<file path="src/rtl/vfcm_pkg.sv">
// Shared types, constants and lookup functions of the voxel face culling mesher.
`default_nettype none
package vfcm_pkg;

    localparam int CHUNK_DIM     = 32;
    localparam int TILES_PER_ROW = 4;

    localparam int COORD_W     = 5;
    localparam int LAYER_CELLS = CHUNK_DIM * CHUNK_DIM;
    localparam int VOX_AW      = $clog2(CHUNK_DIM * CHUNK_DIM * CHUNK_DIM);
    localparam int LAY_AW      = $clog2(6 * LAYER_CELLS);
    localparam int TILE_AW     = $clog2(256 * 6);

    localparam logic [2:0] OP_LOAD  = 3'd0;
    localparam logic [2:0] OP_EDIT  = 3'd1;
    localparam logic [2:0] OP_LAYER = 3'd2;
    localparam logic [2:0] OP_TILE  = 3'd3;
    localparam logic [2:0] OP_QUERY = 3'd4;

    // face / layer direction codes
    localparam logic [2:0] DIR_XN   = 3'd0;
    localparam logic [2:0] DIR_XP   = 3'd1;
    localparam logic [2:0] DIR_YP   = 3'd2;
    localparam logic [2:0] DIR_YN   = 3'd3;
    localparam logic [2:0] DIR_ZN   = 3'd4;
    localparam logic [2:0] DIR_ZP   = 3'd5;
    localparam logic [2:0] DIR_LAST = 3'd5;

    // dirty neighbour codes
    localparam logic [2:0] DIRTY_XN = 3'd0;
    localparam logic [2:0] DIRTY_XP = 3'd1;
    localparam logic [2:0] DIRTY_YN = 3'd2;
    localparam logic [2:0] DIRTY_YP = 3'd3;
    localparam logic [2:0] DIRTY_ZN = 3'd4;
    localparam logic [2:0] DIRTY_ZP = 3'd5;
    localparam logic [2:0] NO_DIRTY = 3'd6;

    localparam logic [7:0] VOX_AIR    = 8'd0;
    localparam logic [7:0] VOX_OPAQUE = 8'd4;
    localparam logic [7:0] VOX_CLEAR  = 8'd6;

    localparam logic [1:0] SHADE_X = 2'd0;
    localparam logic [1:0] SHADE_Z = 2'd1;
    localparam logic [1:0] SHADE_Y = 2'd2;

    typedef struct packed {
        logic [2:0]         opcode;
        logic [COORD_W-1:0] pos_x;
        logic [COORD_W-1:0] pos_y;
        logic [COORD_W-1:0] pos_z;
        logic [2:0]         direction;
        logic [7:0]         block_id;
        logic [7:0]         tile_index;
    } vfcm_in_t;

    typedef struct packed {
        logic               is_face;
        logic [COORD_W-1:0] face_x;
        logic [COORD_W-1:0] face_y;
        logic [COORD_W-1:0] face_z;
        logic [2:0]         face_dir;
        logic [7:0]         face_block;
        logic [1:0]         tile_col;
        logic [5:0]         tile_row;
        logic [1:0]         brightness;
        logic               edit_accepted;
        logic [2:0]         dirty_neighbour;
        logic               last;
    } vfcm_out_t;

    // store port requests
    typedef struct packed {
        logic              vox_we;
        logic              vox_re;
        logic [VOX_AW-1:0] vox_addr;
        logic [7:0]        vox_wdata;
        logic              lay_we;
        logic              lay_re;
        logic [LAY_AW-1:0] lay_addr;
        logic [7:0]        lay_wdata;
        logic              tile_we;
        logic              tile_re;
        logic [TILE_AW-1:0] tile_addr;
        logic [7:0]        tile_wdata;
    } store_req_t;

    // address unit results
    typedef struct packed {
        logic              nb_inside;
        logic [VOX_AW-1:0] vox_addr;
        logic              lay_ok;
        logic [LAY_AW-1:0] lay_addr;
        logic [2:0]        pbit;
    } addr_info_t;

    typedef logic [255:0][7:0] lut8_t;

    function automatic lut8_t build_row_lut();
        lut8_t lut;
        for (int i = 0; i < 256; i++) begin
            lut[i] = 8'(i / TILES_PER_ROW);
        end
        return lut;
    endfunction

    function automatic lut8_t build_col_lut();
        lut8_t lut;
        for (int i = 0; i < 256; i++) begin
            lut[i] = 8'(i % TILES_PER_ROW);
        end
        return lut;
    endfunction

    localparam lut8_t TILE_ROW_LUT = build_row_lut();
    localparam lut8_t TILE_COL_LUT = build_col_lut();

    // scan position -> face direction
    function automatic logic [2:0] scan_dir(input logic [2:0] idx);
        logic [2:0] d;
        case (idx)
            3'd0:    d = DIR_XN;
            3'd1:    d = DIR_XP;
            3'd2:    d = DIR_ZN;
            3'd3:    d = DIR_ZP;
            3'd4:    d = DIR_YN;
            default: d = DIR_YP;
        endcase
        return d;
    endfunction

    // direction -> bit of neighbour_present
    function automatic logic [2:0] present_bit(input logic [2:0] d);
        logic [2:0] b;
        case (d)
            DIR_YP:  b = 3'd3;
            DIR_YN:  b = 3'd2;
            default: b = d;
        endcase
        return b;
    endfunction

    function automatic logic [1:0] shade_of(input logic [2:0] d);
        logic [1:0] s;
        case (d)
            DIR_XN, DIR_XP: s = SHADE_X;
            DIR_YP, DIR_YN: s = SHADE_Y;
            default:        s = SHADE_Z;
        endcase
        return s;
    endfunction

    function automatic logic [TILE_AW-1:0] tile_addr(input logic [7:0] blk,
                                                     input logic [2:0] d);
        return (TILE_AW'(blk) << 2) + (TILE_AW'(blk) << 1) + TILE_AW'(d);
    endfunction

endpackage
`default_nettype wire

</file>
<file path="src/rtl/vfcm_addr_unit.sv">
// Shared address unit: neighbour coordinate, bounds check, voxel and layer addresses.
`default_nettype none
module vfcm_addr_unit (
    input  wire logic [vfcm_pkg::COORD_W-1:0] x,
    input  wire logic [vfcm_pkg::COORD_W-1:0] y,
    input  wire logic [vfcm_pkg::COORD_W-1:0] z,
    input  wire logic [2:0]                   dir,
    input  wire logic                         step_en,
    output vfcm_pkg::addr_info_t              info
);
    import vfcm_pkg::*;

    localparam int CW = COORD_W + 1;

    logic [CW-1:0] ex, ey, ez, nx, ny, nz, la, lb;

    assign ex = {1'b0, x};
    assign ey = {1'b0, y};
    assign ez = {1'b0, z};

    // underflow wraps to all ones, which lands beyond the chunk
    always_comb begin
        nx = ex;
        ny = ey;
        nz = ez;
        if (step_en) begin
            case (dir)
                DIR_XN:  nx = ex - CW'(1);
                DIR_XP:  nx = ex + CW'(1);
                DIR_YP:  ny = ey + CW'(1);
                DIR_YN:  ny = ey - CW'(1);
                DIR_ZN:  nz = ez - CW'(1);
                DIR_ZP:  nz = ez + CW'(1);
                default: nx = ex;
            endcase
        end
    end

    // layer cell coordinates perpendicular to dir
    always_comb begin
        case (dir)
            DIR_XN, DIR_XP: begin la = ey; lb = ez; end
            DIR_YP, DIR_YN: begin la = ex; lb = ez; end
            default:        begin la = ex; lb = ey; end
        endcase
    end

    always_comb begin
        info.nb_inside = (nx < CW'(CHUNK_DIM)) && (ny < CW'(CHUNK_DIM)) &&
                         (nz < CW'(CHUNK_DIM));
        info.vox_addr  = VOX_AW'(nx) + VOX_AW'(ny) * VOX_AW'(CHUNK_DIM) +
                         VOX_AW'(nz) * VOX_AW'(CHUNK_DIM * CHUNK_DIM);
        info.lay_ok    = (la < CW'(CHUNK_DIM)) && (lb < CW'(CHUNK_DIM));
        info.lay_addr  = LAY_AW'(dir) * LAY_AW'(LAYER_CELLS) +
                         LAY_AW'(la) * LAY_AW'(CHUNK_DIM) + LAY_AW'(lb);
        info.pbit      = present_bit(dir);
    end

endmodule
`default_nettype wire

</file>
<file path="config.mk">
export PLATFORM = sky130hd
export DESIGN_NAME = vfcm_addr_unit
export DESIGN_NICKNAME = d
export VERILOG_FILES = /design/src/rtl/vfcm_pkg.sv /design/src/rtl/vfcm_addr_unit.sv
export SDC_FILE = /design/constraint.sdc
export NUM_CORES = 1
export LEC_CHECK = 0
export BUFFER_PORTS_ARGS = -buffer_cell sky130_fd_sc_hd__buf_2
export CAP_MARGIN = 10
export CORE_UTILIZATION = 51
export DETAILED_ROUTE_END_ITERATION = 16
export PLACE_DENSITY = 0.86
export SLEW_MARGIN = 20
export SYNTH_ARGS = -nofsm -noshare
export SYNTH_HDL_FRONTEND = slang
export SYNTH_SLANG_ARGS = --single-unit
</file>
<file path="constraint.sdc">
create_clock -name vclk -period 4.13
set_clock_uncertainty 0.1 [all_clocks]
set_input_delay 0.413 -clock vclk [all_inputs]
set_output_delay 0.413 -clock vclk [all_outputs]
set_load 0.02 [all_outputs]
</file>
==> metrics <==
Max stage delay on crit path=about 350 ps; row cnt=16; final-report setup violation count=0; kind of critical path=input port to primary output; Static Leak=~0.78 nW; cts hold-fix bufs=0; fmax=~0.25 GHz; first-pass iteration count of the detailed router=4; initial DRC count=30; mux contribution to synthesized area=0.1139; Hold Path Class=input port to primary output; # DRC=0; crit path DAT=approximately 3400 ps; WP buf/inv=3; dpl ws=-75.67 ps; IO Port Bufs=roughly 50; CP required=roughly 3600 ps; drt wl/cell=approximately 13 µm; worst ir drop on vdd=around 0.00009 V; Final Critical Period=~4000 ps; vias in the first global route=1,216; largest net degree at the start of global routing=15; Final GP Congestion=0.8441; via count=around 1,300; Worst path top cell family by delay=simple AND/OR/NAND/NOR gates; area of the mapped netlist=~0.0012 mm²; antenna cell count=0; CP Capture Type=primary output; WHS Path Cells=2; Clock Buffer Count=0; Post-Route WL=between 3000 and 4000 µm; Synth area leader=ha_1; core area=approximately 0.0020 mm²; Synth Area in Adders=0.2148; worst-path cell chain=buf_2 -> or2b_4 -> nor2_4 -> ha_1 -> a211oi_2 -> o21bai_1 -> a21oi_1 -> xnor2_1 -> and2_2 -> ha_4 -> inv_1 -> or3_1 -> mux2i_1 -> o211ai_1 -> a21oi_2 -> xnor2_1 -> buf_4; CP max FO=4; crit start category=input port; Synthesis Warnings=0; hold endpoint=info[13]; die area=around 0.0025 mm²; first-pass GRT wire length=roughly 5100 µm; Syn-to-layout area delta=32.54%; fin. max-slew vios=0; HPWL after DPL=between 2000 and 3000 µm; Die H=between 40 and 50 µm; xor-xnor portion of the synthesized cell area=0.1746; Final Cycle Share=0.9576; io pins=52; DR vias/cell=between 5 and 6; fraction of layout cells with a size suffix above 1=0.4341; Overflow after GRT=0; Simple-Gate Fraction of Synth Area=0.2148; Synth cell types=39; Die Span X=~50 µm; Reg area=0 µm²; Synthesized Nets=between 150 and 200; Nets=roughly 240; area share of the largest cell type after synthesis=0.1627; filler instances=~150; setup slack after layout=~180 ps; syn_area_per_cell=about 7.5 µm²; top cells by area, synth=ha_1 16%, xnor2_1 9.9%, mux2_2 8.8%, xor2_1 7.6%, nand2_1 6.8%; largest family of logic cells by synthesized area=simple AND/OR/NAND/NOR gates; area fraction in compound gates after synthesis=0.1996; Hold Path Origin=dir[0]; Initial Utilization=0.5650; WHS=just over 1000 ps; antenna-violating nets left=0; status=finished clean; CP max-delay cell=or3_1; register area share after synthesis=0; GRT Total Usage=0.2521; PwrDens=around 140 mW/mm²; initial antenna violation count=0; cell repeated most along the worst path=xnor2_1; Mapped Cells=between 150 and 200; Maximum Capacitance Violations=0; Seq cells=0; Final Hold Viols=0
## metal layers
layer  up-vias  global-route usage  share of wire
met3         0            0.003086          0.047
met4         0                   0              0
met5         -                   0              0
li1        640                   -              -
met2        36              0.5000           0.52
met1       589              0.3149           0.44
## worst max path at each step
stage	from	end	slack, ps	depth (start not counted)
floorplan	dir[1]	info[30]	90	16
global placement	dir[1]	info[31]	110	16
detailed placement	dir[2]	info[30]	-80	17
CTS	dir[2]	info[30]	6	17
global route	dir[0]	info[31]	-70	16
finish	dir[2]	info[30]	180	17
## through the flow
step                cell area, µm²  utilization  setup TNS, ps  instances  power, mW
global route                  1529       0.7488         -83.45        232     0.2256
finish                        1529       0.7488              0        232     0.2066
CTS                           1426       0.6985              0        227     0.1958
detailed placement            1419       0.6949         -155.8        227     0.1943
floorplan                     1154            -              0        153     0.1373
global placement              1419       0.6949              0        227     0.1875
## logic make-up after synthesis
kind of cell               Yosys count
muxes                               12
xor gates and xnor gates            23
and+or+nand+nor                     47
other                                1
buffers and inverters               17
adders and majority gates           18
AOI/OAI and AO/OA                   35
## where the power goes
part,total [mW],switching [mW],internal [mW]
sequential,0,0,0
combinational,0.207,0.121,0.0852
clock,0,0,0
## cell usage after synthesis (all sizes together)
| master | n |
|---|---|
| and2 | 2 |
| a21oi | 12 |
| or3 | 2 |
| fa | 3 |
| o21bai | 1 |
| and3b | 1 |
| and3 | 1 |
| nor2 | 7 |
| a21o | 5 |
| xor2 | 10 |
| nand2 | 22 |
| o21ba | 1 |
| or2b | 1 |
| ha | 15 |
| nand3b | 3 |
| inv | 8 |
| o41ai | 1 |
| a31oi | 1 |
| a211oi | 1 |
| nand3 | 3 |
| o21ai | 11 |
| conb | 1 |
| xnor2 | 13 |
| o31ai | 1 |
| nand4 | 2 |
| o211ai | 1 |
| clkbuf | 2 |
| mux2i | 3 |
| mux2 | 9 |
| buf | 7 |
| nor3 | 3 |
## repair_timing
action | in CTS | in global routing
buffers inserted | 0 | 5
gates resized for setup | 2 | 14
pin swaps | 0 | 11
setup endpoints to repair | 4 | 4
## placed cells by master, fill, tap and decap left out, types with 2 or more instances in the layout
master / synthesis / final
ha_1: 15 / 13
buf_2: 1 / 49
o21ai_0: 11 / 10
xnor2_1: 13 / 13
a21o_1: 5 / 5
mux2i_1: 3 / 3
xor2_1: 10 / 10
nor3_1: 2 / 2
nor2_1: 6 / 4
nand2_1: 21 / 21
nor2_2: 1 / 2
nand3_1: 3 / 3
mux2_2: 9 / 9
buf_4: 5 / 12
a21oi_1: 11 / 10
a21oi_2: 1 / 2
inv_1: 8 / 8
nand4_1: 2 / 2
fa_1: 3 / 3
## cell type report
cell class	count	area, µm²	area share
Multi-Input combinational cell	136	1130	0.7389
Tap cell	27	33.78	0.02209
Timing Repair Buffer	61	335.3	0.2193
Inverter	8	30.03	0.01964
Power figures use the tool's default switching activity.
